[src/hw/rtl/aob_pkg.sv]
package aob_pkg;

	localparam int unsigned NUM_CH = 3;

	// full coverage value of an 8-bit alpha
	localparam logic [7:0] FULL_SCALE = 8'd255;

	// ceil(2^32 / 255): exact floor(x / 255) for every x below 2^24
	localparam logic [24:0] RECIP_255 = 25'd16843010;

	typedef struct packed {
		logic [15:0] rem;
		logic [1:0]  q;
	} div2_t;

	// floor(x / 255) by reciprocal multiply, truncated to 16 bits; result below 2^16 for x below 255 * 2^16
	function automatic logic [15:0] div255(input logic [23:0] x);
		logic [48:0] prod;
		prod = 49'(x) * 49'(RECIP_255);
		return prod[47:32];
	endfunction

	// two restoring division steps, quotient bits lo+1 and lo
	function automatic div2_t div_step2(input logic [15:0] rem, input logic [7:0] den,
		input logic [2:0] lo);
		div2_t       r;
		logic [15:0] d;
		r.rem = rem;
		r.q   = 2'b00;
		d = 16'(den) << (lo + 3'd1);
		if (r.rem >= d) begin
			r.rem  = r.rem - d;
			r.q[1] = 1'b1;
		end
		d = 16'(den) << lo;
		if (r.rem >= d) begin
			r.rem  = r.rem - d;
			r.q[0] = 1'b1;
		end
		return r;
	endfunction

endpackage

[src/hw/rtl/aob_in_if.sv]
interface aob_in_if;
	logic       valid;
	logic       ready;
	logic [7:0] dest_red;
	logic [7:0] dest_green;
	logic [7:0] dest_blue;
	logic [7:0] dest_alpha;
	logic [7:0] src_red;
	logic [7:0] src_green;
	logic [7:0] src_blue;
	logic [7:0] src_alpha;

	modport source (
		output valid, dest_red, dest_green, dest_blue, dest_alpha,
		output src_red, src_green, src_blue, src_alpha,
		input  ready
	);

	modport sink (
		input  valid, dest_red, dest_green, dest_blue, dest_alpha,
		input  src_red, src_green, src_blue, src_alpha,
		output ready
	);
endinterface

[src/hw/rtl/aob_out_if.sv]
interface aob_out_if;
	logic       valid;
	logic       ready;
	logic [7:0] out_red;
	logic [7:0] out_green;
	logic [7:0] out_blue;
	logic [7:0] out_alpha;

	modport source (
		output valid, out_red, out_green, out_blue, out_alpha,
		input  ready
	);

	modport sink (
		input  valid, out_red, out_green, out_blue, out_alpha,
		output ready
	);
endinterface

[src/hw/rtl/alpha_over_blend_top.sv]
// Source-over-destination compositing of straight-alpha RGBA8888 pixels.
//
// pixel: one beat carries a destination pixel and a source pixel.
// blend: one beat carries the composite color and its alpha.
// Both channels use valid/ready; a beat moves when both are high.
//
// The pipeline has eight register stages: two multiply stages, one
// divide-by-255 stage, four stages of the per-channel restoring divider
// (two quotient bits each, the first also checks saturation) and the
// output register. A new pixel is taken every cycle unless all stages are
// full and blend.ready is low; without such a stall, throughput is one pixel per clock.
//
// Each stage holds its beat until the next stage can take it, so empty
// stages close up while blend.ready is low and pixel.ready stays high
// until all eight stages are full. Nothing is dropped or repeated.
// Channels whose quotient exceeds 255 give 255; when both alphas are
// zero the result is all zeros.
// Reset clears all stage valid bits; blend.valid is low after reset.
module alpha_over_blend_top (
	input  logic           clk,
	input  logic           arst_n,
	aob_in_if.sink         pixel,
	aob_out_if.source      blend
);
	import aob_pkg::*;

	// stage valid bits and advance enables
	logic vld_s1, vld_s2, vld_s3, vld_s4, vld_s5, vld_s6, vld_s7, vld_s8;
	logic en1, en2, en3, en4, en5, en6, en7, en8;

	// stage 1: products
	logic [15:0] ia_da_s1;
	logic [15:0] sa_sc_s1 [NUM_CH];
	logic [7:0]  dc_s1    [NUM_CH];
	logic [7:0]  sa_s1;

	// stage 2: output alpha and destination terms
	logic [7:0]  oa_s2;
	logic [23:0] t_s2     [NUM_CH];
	logic [15:0] sa_sc_s2 [NUM_CH];

	// stage 3: numerators
	logic [7:0]  oa_s3;
	logic [16:0] num_s3 [NUM_CH];

	// divider stages
	logic [7:0]  oa_s4, oa_s5, oa_s6, oa_s7;
	logic        zero_s4, zero_s5, zero_s6, zero_s7;
	logic [NUM_CH-1:0] sat_s4, sat_s5, sat_s6, sat_s7;
	logic [15:0] rem_s4 [NUM_CH];
	logic [15:0] rem_s5 [NUM_CH];
	logic [15:0] rem_s6 [NUM_CH];
	logic [15:0] rem_s7 [NUM_CH];
	logic [7:0]  q_s4   [NUM_CH];
	logic [7:0]  q_s5   [NUM_CH];
	logic [7:0]  q_s6   [NUM_CH];
	logic [7:0]  q_s7   [NUM_CH];

	// output stage
	logic [7:0] ch_s8 [NUM_CH];
	logic [7:0] oa_s8;

	logic [7:0] src_c [NUM_CH];
	logic [7:0] dst_c [NUM_CH];
	div2_t      step4 [NUM_CH];
	div2_t      step5 [NUM_CH];
	div2_t      step6 [NUM_CH];
	div2_t      step7 [NUM_CH];

	assign src_c[0] = pixel.src_red;
	assign src_c[1] = pixel.src_green;
	assign src_c[2] = pixel.src_blue;
	assign dst_c[0] = pixel.dest_red;
	assign dst_c[1] = pixel.dest_green;
	assign dst_c[2] = pixel.dest_blue;

	// a stage advances when empty or when the next one advances
	assign en8 = !vld_s8 || blend.ready;
	assign en7 = !vld_s7 || en8;
	assign en6 = !vld_s6 || en7;
	assign en5 = !vld_s5 || en6;
	assign en4 = !vld_s4 || en5;
	assign en3 = !vld_s3 || en4;
	assign en2 = !vld_s2 || en3;
	assign en1 = !vld_s1 || en2;

	assign pixel.ready = en1;

	// valid bits
	always_ff @(posedge clk or negedge arst_n) begin
		if (!arst_n) begin
			vld_s1 <= 1'b0;
			vld_s2 <= 1'b0;
			vld_s3 <= 1'b0;
			vld_s4 <= 1'b0;
			vld_s5 <= 1'b0;
			vld_s6 <= 1'b0;
			vld_s7 <= 1'b0;
			vld_s8 <= 1'b0;
		end else begin
			if (en1) vld_s1 <= pixel.valid;
			if (en2) vld_s2 <= vld_s1;
			if (en3) vld_s3 <= vld_s2;
			if (en4) vld_s4 <= vld_s3;
			if (en5) vld_s5 <= vld_s4;
			if (en6) vld_s6 <= vld_s5;
			if (en7) vld_s7 <= vld_s6;
			if (en8) vld_s8 <= vld_s7;
		end
	end

	// divider steps
	always_comb begin
		for (int c = 0; c < NUM_CH; c++) begin
			step4[c] = div_step2(num_s3[c][15:0], oa_s3, 3'd6);
			step5[c] = div_step2(rem_s4[c], oa_s4, 3'd4);
			step6[c] = div_step2(rem_s5[c], oa_s5, 3'd2);
			step7[c] = div_step2(rem_s6[c], oa_s6, 3'd0);
		end
	end

	// stage 1: transparency of source times destination alpha, source terms
	always_ff @(posedge clk) begin
		if (en1) begin
			ia_da_s1 <= 16'(FULL_SCALE - pixel.src_alpha) * 16'(pixel.dest_alpha);
			sa_s1    <= pixel.src_alpha;
			for (int c = 0; c < NUM_CH; c++) begin
				sa_sc_s1[c] <= 16'(pixel.src_alpha) * 16'(src_c[c]);
				dc_s1[c]    <= dst_c[c];
			end
		end
	end

	// stage 2: output alpha, destination color terms
	always_ff @(posedge clk) begin
		if (en2) begin
			oa_s2 <= sa_s1 + 8'(div255(24'(ia_da_s1)));
			for (int c = 0; c < NUM_CH; c++) begin
				t_s2[c]     <= 24'(ia_da_s1) * 24'(dc_s1[c]);
				sa_sc_s2[c] <= sa_sc_s1[c];
			end
		end
	end

	// stage 3: channel numerators
	always_ff @(posedge clk) begin
		if (en3) begin
			oa_s3 <= oa_s2;
			for (int c = 0; c < NUM_CH; c++) begin
				num_s3[c] <= 17'(sa_sc_s2[c]) + 17'(div255(t_s2[c]));
			end
		end
	end

	// stage 4: saturation check and quotient bits 7..6
	always_ff @(posedge clk) begin
		if (en4) begin
			oa_s4   <= oa_s3;
			zero_s4 <= (oa_s3 == 8'd0);
			for (int c = 0; c < NUM_CH; c++) begin
				sat_s4[c] <= num_s3[c] >= {1'b0, oa_s3, 8'd0};
				rem_s4[c] <= step4[c].rem;
				q_s4[c]   <= {step4[c].q, 6'd0};
			end
		end
	end

	// stage 5: quotient bits 5..4
	always_ff @(posedge clk) begin
		if (en5) begin
			oa_s5   <= oa_s4;
			zero_s5 <= zero_s4;
			sat_s5  <= sat_s4;
			for (int c = 0; c < NUM_CH; c++) begin
				rem_s5[c] <= step5[c].rem;
				q_s5[c]   <= {q_s4[c][7:6], step5[c].q, 4'd0};
			end
		end
	end

	// stage 6: quotient bits 3..2
	always_ff @(posedge clk) begin
		if (en6) begin
			oa_s6   <= oa_s5;
			zero_s6 <= zero_s5;
			sat_s6  <= sat_s5;
			for (int c = 0; c < NUM_CH; c++) begin
				rem_s6[c] <= step6[c].rem;
				q_s6[c]   <= {q_s5[c][7:4], step6[c].q, 2'd0};
			end
		end
	end

	// stage 7: quotient bits 1..0
	always_ff @(posedge clk) begin
		if (en7) begin
			oa_s7   <= oa_s6;
			zero_s7 <= zero_s6;
			sat_s7  <= sat_s6;
			for (int c = 0; c < NUM_CH; c++) begin
				rem_s7[c] <= step7[c].rem;
				q_s7[c]   <= {q_s6[c][7:2], step7[c].q};
			end
		end
	end

	// stage 8: zero alpha and saturation override
	always_ff @(posedge clk) begin
		if (en8) begin
			oa_s8 <= oa_s7;
			for (int c = 0; c < NUM_CH; c++) begin
				if (zero_s7) begin
					ch_s8[c] <= 8'd0;
				end else if (sat_s7[c]) begin
					ch_s8[c] <= FULL_SCALE;
				end else begin
					ch_s8[c] <= q_s7[c];
				end
			end
		end
	end

	assign blend.valid     = vld_s8;
	assign blend.out_red   = ch_s8[0];
	assign blend.out_green = ch_s8[1];
	assign blend.out_blue  = ch_s8[2];
	assign blend.out_alpha = oa_s8;

	// zero alpha beat carries no color
	a_zero_alpha_black: assert property (@(posedge clk) disable iff (!arst_n)
		blend.valid && blend.out_alpha == 8'd0 |->
		blend.out_red == 8'd0 && blend.out_green == 8'd0 && blend.out_blue == 8'd0)
		else $error("nonzero color with zero output alpha");

	// finished division leaves a remainder below the divisor
	a_rem_below_div: assert property (@(posedge clk) disable iff (!arst_n)
		vld_s7 && !zero_s7 && !sat_s7[0] |-> rem_s7[0] < 16'(oa_s7))
		else $error("divider remainder out of range");

	// pixel stalls only with every stage occupied
	a_stall_full: assert property (@(posedge clk) disable iff (!arst_n)
		!pixel.ready |->
		vld_s1 && vld_s2 && vld_s3 && vld_s4 && vld_s5 && vld_s6 && vld_s7 && vld_s8)
		else $error("input stalled with an empty stage");

	// output alpha never falls below the source alpha it was built from
	a_alpha_cover: assert property (@(posedge clk) disable iff (!arst_n)
		vld_s1 && en2 |=> vld_s2 && oa_s2 >= $past(sa_s1))
		else $error("output alpha below source alpha");

endmodule

[src/flat_wrapper.sv]
// flat-port wrapper written by rule: the top's interface ports become plain ports
module alpha_over_blend_top_flat import aob_pkg::*;
  (clk, arst_n, pixel_valid, pixel_dest_red, pixel_dest_green, pixel_dest_blue, pixel_dest_alpha, pixel_src_red, pixel_src_green, pixel_src_blue, pixel_src_alpha, pixel_ready, blend_valid, blend_out_red, blend_out_green, blend_out_blue, blend_out_alpha, blend_ready);
  aob_in_if pixel_i ();
  aob_out_if blend_i ();
  input  logic clk;
  input  logic arst_n;
  input wire logic [$bits(pixel_i.valid)-1:0] pixel_valid;
  input wire logic [$bits(pixel_i.dest_red)-1:0] pixel_dest_red;
  input wire logic [$bits(pixel_i.dest_green)-1:0] pixel_dest_green;
  input wire logic [$bits(pixel_i.dest_blue)-1:0] pixel_dest_blue;
  input wire logic [$bits(pixel_i.dest_alpha)-1:0] pixel_dest_alpha;
  input wire logic [$bits(pixel_i.src_red)-1:0] pixel_src_red;
  input wire logic [$bits(pixel_i.src_green)-1:0] pixel_src_green;
  input wire logic [$bits(pixel_i.src_blue)-1:0] pixel_src_blue;
  input wire logic [$bits(pixel_i.src_alpha)-1:0] pixel_src_alpha;
  output wire logic [$bits(pixel_i.ready)-1:0] pixel_ready;
  output wire logic [$bits(blend_i.valid)-1:0] blend_valid;
  output wire logic [$bits(blend_i.out_red)-1:0] blend_out_red;
  output wire logic [$bits(blend_i.out_green)-1:0] blend_out_green;
  output wire logic [$bits(blend_i.out_blue)-1:0] blend_out_blue;
  output wire logic [$bits(blend_i.out_alpha)-1:0] blend_out_alpha;
  input wire logic [$bits(blend_i.ready)-1:0] blend_ready;
  assign pixel_i.valid = pixel_valid;
  assign pixel_i.dest_red = pixel_dest_red;
  assign pixel_i.dest_green = pixel_dest_green;
  assign pixel_i.dest_blue = pixel_dest_blue;
  assign pixel_i.dest_alpha = pixel_dest_alpha;
  assign pixel_i.src_red = pixel_src_red;
  assign pixel_i.src_green = pixel_src_green;
  assign pixel_i.src_blue = pixel_src_blue;
  assign pixel_i.src_alpha = pixel_src_alpha;
  assign pixel_ready = pixel_i.ready;
  assign blend_valid = blend_i.valid;
  assign blend_out_red = blend_i.out_red;
  assign blend_out_green = blend_i.out_green;
  assign blend_out_blue = blend_i.out_blue;
  assign blend_out_alpha = blend_i.out_alpha;
  assign blend_i.ready = blend_ready;
  alpha_over_blend_top u_core (.clk(clk), .arst_n(arst_n), .pixel(pixel_i), .blend(blend_i));
endmodule
[config.mk]
export PLATFORM = sky130hd
export DESIGN_NAME = alpha_over_blend_top_flat
export DESIGN_NICKNAME = d
export VERILOG_FILES = /design/src/hw/rtl/aob_pkg.sv /design/src/hw/rtl/aob_in_if.sv /design/src/hw/rtl/aob_out_if.sv /design/src/hw/rtl/alpha_over_blend_top.sv /design/src/flat_wrapper.sv
export SDC_FILE = /design/constraint.sdc
export NUM_CORES = 2
export LEC_CHECK = 0
export ABC_AREA = 0
export ABC_CLOCK_PERIOD_IN_PS = 21200
export BUFFER_PORTS_ARGS = -buffer_cell sky130_fd_sc_hd__buf_2
export CAP_MARGIN = 20
export CORE_MARGIN = 2
export CORE_UTILIZATION = 70
export CTS_CLUSTER_DIAMETER = 200
export CTS_CLUSTER_SIZE = 20
export DETAILED_ROUTE_END_ITERATION = 6
export PLACE_DENSITY = 0.85
export SKIP_CTS_REPAIR_TIMING = 1
export SLEW_MARGIN = 10
export SYNTH_ARGS = -nofsm -noshare
export SYNTH_HDL_FRONTEND = slang
export SYNTH_SLANG_ARGS = --single-unit
export TNS_END_PERCENT = 5
[constraint.sdc]
create_clock -name clk -period 21.2 [get_ports clk]
set_clock_uncertainty 0.2 [all_clocks]
set_input_delay 2.12 -clock clk [delete_from_list [all_inputs] [get_ports clk]]
set_output_delay 2.12 -clock clk [all_outputs]
set_load 0.02 [all_outputs]
[Word level (Yosys, flattened, before mapping)]
Memory sizes are Yosys's and may differ from the RTL's.
Index checks and enable logic that the tools add are counted.
Operators by class
  bitwise operators: 6
  multiplexer cells: 80
  div/mod/pow operators: 0
  shifts and indexed selects: 0
  order comparisons: 27
  equality and inequality tests: 0
  reduce and logical (&&, ||, !) cells: 17
  add/subtract/negate cells: 26
  multipliers: 11
Operators by type and width (count)
  17-bit 2-to-1 mux: 12
  16-bit 2-to-1 mux: 9
  24-bit by 24-bit multiplier with 47-bit output (second input constant): 3
  16-bit by 8-bit multiplier with 24-bit output: 3
  1-bit 2-to-1 mux: 53
  16-bit by 16-bit adder with 17-bit output: 3
  17-bit by 16-bit greater-or-equal comparator with 1-bit output: 3
  16-bit by 10-bit greater-or-equal comparator with 1-bit output: 3
  16-bit by 11-bit greater-or-equal comparator with 1-bit output: 3
  16-bit by 12-bit greater-or-equal comparator with 1-bit output: 3
  16-bit by 13-bit greater-or-equal comparator with 1-bit output: 3
  16-bit by 14-bit greater-or-equal comparator with 1-bit output: 3
  16-bit by 15-bit greater-or-equal comparator with 1-bit output: 3
  16-bit by 8-bit greater-or-equal comparator with 1-bit output: 3
  16-bit by 9-bit greater-or-equal comparator with 1-bit output: 3
  8-bit by 8-bit multiplier with 16-bit output: 3
  8-bit 2-to-1 mux: 6
  16-bit by 10-bit subtractor with 16-bit output: 3
  16-bit by 11-bit subtractor with 16-bit output: 3
  16-bit by 12-bit subtractor with 16-bit output: 3
  16-bit by 13-bit subtractor with 16-bit output: 3
  16-bit by 14-bit subtractor with 16-bit output: 3
  16-bit by 15-bit subtractor with 16-bit output: 3
  16-bit by 9-bit subtractor with 16-bit output: 3
  8 further kinds: 27
Word-level totals
  flip-flop bits (word level): 104
  latch bits: 0
  bits in writable memories: 471
  output and inout port bits: 34
  logic and storage cells: 205
  input bits: 68
  memories kept: 13
  ROM bits: 0
Memories
  u_core.t_s2: words 3, bits a word 24, rd ports 3, clocked after memory_dff 0, write ports 3, line alpha_over_blend_top.sv:39  | logic [23:0] t_s2 [NUM_CH];
  u_core.num_s3: words 3, bits a word 17, rd ports 3, clocked after memory_dff 0, write ports 3, line alpha_over_blend_top.sv:44  | logic [16:0] num_s3 [NUM_CH];
  u_core.rem_s4: words 3, bits a word 16, rd ports 3, clocked after memory_dff 0, write ports 3, line alpha_over_blend_top.sv:50  | logic [15:0] rem_s4 [NUM_CH];
  u_core.rem_s5: words 3, bits a word 16, rd ports 3, clocked after memory_dff 0, write ports 3, line alpha_over_blend_top.sv:51  | logic [15:0] rem_s5 [NUM_CH];
  u_core.rem_s6: words 3, bits a word 16, rd ports 3, clocked after memory_dff 0, write ports 3, line alpha_over_blend_top.sv:52  | logic [15:0] rem_s6 [NUM_CH];
  u_core.sa_sc_s1: words 3, bits a word 16, rd ports 3, clocked after memory_dff 0, write ports 3, line alpha_over_blend_top.sv:33  | logic [15:0] sa_sc_s1 [NUM_CH];
  7 more memories

[Longest topological paths before layout]
  depth in word-level cells: 11
  depth in mapped cells: 28
  depth with buffers taken out: 28

[Worst setup path after synthesis]
No wires, ideal clock.
  path kind: input port to output port
  start point: input port blend_ready
  end point: output port pixel_ready
  arrival: 9156 ps
  path buffers: 0
  stages: 6
  data required time: 18880 ps
  slack: 9724 ps
  path through: nor2b_1 nand3_1 nor2_1 nand3_1 inv_1 nand3_1
Between the ends
  longest elaborated chain between the ends: 8
Ends and longest elaborated chain
  start: declaration: line flat_wrapper.sv:23  | input wire logic [$bits(blend_i.ready)-1:0] blend_ready;
  1-bit logical OR: line alpha_over_blend_top.sv:78  | assign en8 = !vld_s8 || blend.ready;
  1-bit logical OR: line alpha_over_blend_top.sv:79  | assign en7 = !vld_s7 || en8;
  1-bit logical OR: line alpha_over_blend_top.sv:80  | assign en6 = !vld_s6 || en7;
  net u_core.en6: line alpha_over_blend_top.sv:29  | logic en1, en2, en3, en4, en5, en6, en7, en8;
  1-bit logical OR: line alpha_over_blend_top.sv:81  | assign en5 = !vld_s5 || en6;
  1-bit logical OR: line alpha_over_blend_top.sv:82  | assign en4 = !vld_s4 || en5;
  1-bit logical OR: line alpha_over_blend_top.sv:83  | assign en3 = !vld_s3 || en4;
  net u_core.en3: line alpha_over_blend_top.sv:29
  1-bit logical OR: line alpha_over_blend_top.sv:84  | assign en2 = !vld_s2 || en3;
  1-bit logical OR: line alpha_over_blend_top.sv:85  | assign en1 = !vld_s1 || en2;
  end: declaration: line flat_wrapper.sv:17  | output wire logic [$bits(pixel_i.ready)-1:0] pixel_ready;
The timed path passes the listed nets, and every way through them passes these cells.

==> run_results.csv <==
group,metric,value,unit
synthesis,synth_common_cells,"ha_1, inv_1, edfxtp_1",
critical_path,cp-end-kind,"register",
timing,drv_slew,0,
die,ioPinCount,102,
global_routing,antenna_found_initial,1,
synthesis,synth-edff-count,567,
timing,slew_headroom,31.9,%
global_routing,grt_pass1_wl,227,mm
die,num_rows,109,
synthesis,synth_nets,7707,
routing,viasPerCell,6.11,
synthesis,synthMuxAreaShare,1.29,%
die,start_util,70.4,%
critical_path,critPathLaunchType,"register",
final_layout,synthToLayoutAreaGrowth,4.40,%
timing,fmax,131,MHz
synthesis,synth-seq-cells,575,
timing,setup_tns,0,ns
die,core_area,88100,sq um
place,dp.final_hpwl,109,mm
final_layout,seqCellArea,17200,sq um
synthesis,synthFlopType,"edfxtp_1",
routing,drt_iter0_markers,2986,
synthesis,synth_fa_ha_area_share,38.1,%
synthesis,synth_xor_area_share,4.33,%
clock_network,cts_htree_levels,2,
synthesis,avgSynthCellArea,10.3,sq um
timing,holdWs,0.201,ns
global_routing,grt_max_degree,73,
timing,final.setup.worst_slack,13.55,ns
clock_network,cts_tree,"built",
min_path,holdCritPathClass,"register to register",
routing,routed_wl,140,mm
clock_network,cts_root_buf,"clkbuf_16",
critical_path,arrival,7.83,ns
global_routing,first_global_vias,45983,
clock_network,path_clk_slew,0.09,ns
critical_path,r2r_setup_slack,13.55,ns
global_routing,overflow,0,
global_routing,track_usage,31.2,%
timing,finalHoldViolations,0,
final_layout,multiInputGateArea,41700,sq um
timing,worst_slew_pin_slew,1.02,ns
synthesis,synthTopCellsByArea,"edfxtp_1, ha_1, fa_1",
die,dieArea,91000,sq um
clock_network,clk_path_buf_depth,3,
synthesis,yosys_warnings,0,
critical_path,cp_data_required_time,21.38,ns
synthesis,yosys.area.top_type,"edfxtp_1",
synthesis,synth_cells,6029,
timing,min_period_over_period,36.1,%
synthesis,synth_compound_area_share,9.69,%
synthesis,yosys.area_share.simple,13.6,%
final_layout,fill_cells,6046,
routing,postRouteAntennaNets,0,
clock_network,numCtsBuffers,34,
critical_path,crit_path_max_fanout,4,
run,cap_viol_max_count,0,
routing,first_pass_iters,5,
synthesis,synth_area,62100,sq um
die,die_w,302,um
timing,setup_viol,0,
synthesis,yosysUniqueCellTypes,87,
timing,rsz0062_at_grt,"false",
clock_network,clkLatencyLatePin,0.63,ns
synthesis,synth_top_area_share,27.4,%
critical_path,crit_type,"register to register",
place,place_congestion,0.951,
routing,vias,44361,
place,dp_slack,13.57,ns
final_layout,layout.nets,7758,
routing,drc,0,
synthesis,ys_seq_area_share,27.8,%
timing,fin_crit,7.65,ns
synthesis,ys_async_sr_fraction,1.39,%
die,die_h,302,um
synthesis,synth_top_family_by_area,"adder cells",
final_layout,diodes,0,
routing,wl_per_cell,19.3,um
synthesis,synth_most_common_cell,"ha_1",
place,io_buffers,101,
clock_network,clkSinkCount,575,
final_layout,drive_gt1_share,4.43,%
status,status,"complete, no violations",
## flip-flops by register name, indices dropped and copies added (netlist names), 12 cells and up
name             cells
u_core.rem_s6       48
u_core.ia_da_s1     16
u_core.dc_s1        24
u_core.q_s6         18
u_core.t_s2         72
u_core.rem_s5       48
u_core.num_s3       51
u_core.sa_sc_s1     48
u_core.q_s5         12
u_core.q_s7         24
u_core.sa_sc_s2     48
u_core.rem_s4       48
u_core.ch_s8        24
## kinds of logic after synthesis
logic type,after synthesis
AND/OR/NAND/NOR,1674
adder cells (fa/ha/maj),1610
AO/OA/AOI/OAI,950
buffers and inverters,840
flip-flops,575
XOR/XNOR,307
multiplexers,73
## per-layer routing
layer | global-route usage, % | vias up | wire [um]
met5 | 0 | - | 12
met4 | 14.2 | 2 | 6500
met3 | 3.05 | 363 | 8050
met2 | 55.6 | 1484 | 69700
met1 | 38.3 | 21520 | 55500
li1 | - | 20992 | -
## per-stage QoR
| stage | cells | utilization (%) | instance area [sq um] |
|---|---|---|---|
| after global placement | 7208 | 72.4 | 63800 |
| after floorplan | 6029 | - | 62100 |
| final | 7257 | 73.5 | 64800 |
| after global routing | 7257 | 73.5 | 64800 |
| after CTS | 7256 | 73.5 | 64800 |
| after detailed placement | 7208 | 72.4 | 63800 |
## cell usage in the layout, fill, tap and decap left out, types with 11 or more instances in the layout
cell type     n
nor2b_1     122
mux2_2       49
buf_2       101
edfxtp_1    567
inv_1       721
nor4_1       27
a211oi_1     39
o21a_1       75
xnor2_1     219
o21ai_1      17
or2_2        19
a21o_1      102
o31ai_1      30
and4_1       11
a21oi_1     294
nand2_1     505
nand3_1      59
nor3_1       91
ha_1       1140
o31a_1       12
or3_1        22
o211ai_1     16
and2_1      315
nor2_1      284
nand4_1      67
fa_1        470
or4_1        12
o21ai_0     211
a21boi_0     32
and3_1       19
mux2i_1      22
clkbuf_16    34
buf_4        29
nand2b_1     83
o21bai_1     26
xor2_1       88
## worst max-delay path: stages (launching register included)
cell,delay (ns)
edfxtp_1,0.49
ha_1,0.34
ha_1,0.28
ha_1,0.30
fa_1,0.45
ha_1,0.29
ha_1,0.31
a21oi_1,0.14
o21ai_0,0.10
a22oi_1,0.41
nand2b_1,0.09
a211oi_1,0.43
nor3_1,0.10
a2111oi_0,0.62
xnor2_1,0.16
ha_1,0.35
a21o_1,0.20
a21oi_1,0.23
o21bai_1,0.12
a2111oi_0,0.57
nor4b_1,0.13
o21a_1,0.20
or4_1,0.40
a31o_2,0.25
a21oi_1,0.19
xnor2_1,0.09
## area by class of cell
cell class,count,area share [%]
Clock buffer,44,1.37
Clock inverter,4,0.135
Inverter,725,4.20
Multi-Input combinational cell,4614,64.3
Sequential cell,575,26.6
Tap cell,1165,2.25
Timing Repair Buffer,130,1.12
## worst paths after layout
check                                       from               endpoint  cells after the start
max                           u_core.t_s2[0][10]   u_core.num_s3[0][14]                     25
min                        u_core.sa_sc_s1[0][1]  u_core.sa_sc_s2[0][1]                      0
max reg2reg                   u_core.t_s2[0][10]   u_core.num_s3[0][14]                     25
min reg2reg                u_core.sa_sc_s1[0][1]  u_core.sa_sc_s2[0][1]                      0
max in group asynchronous                 arst_n          u_core.vld_s3                      1
min in group asynchronous                 arst_n          u_core.vld_s5                      1
Power is left out: the tool's default activity adds up to more than one toggle a clock period on the data nets, which glitch-free logic cannot reach.
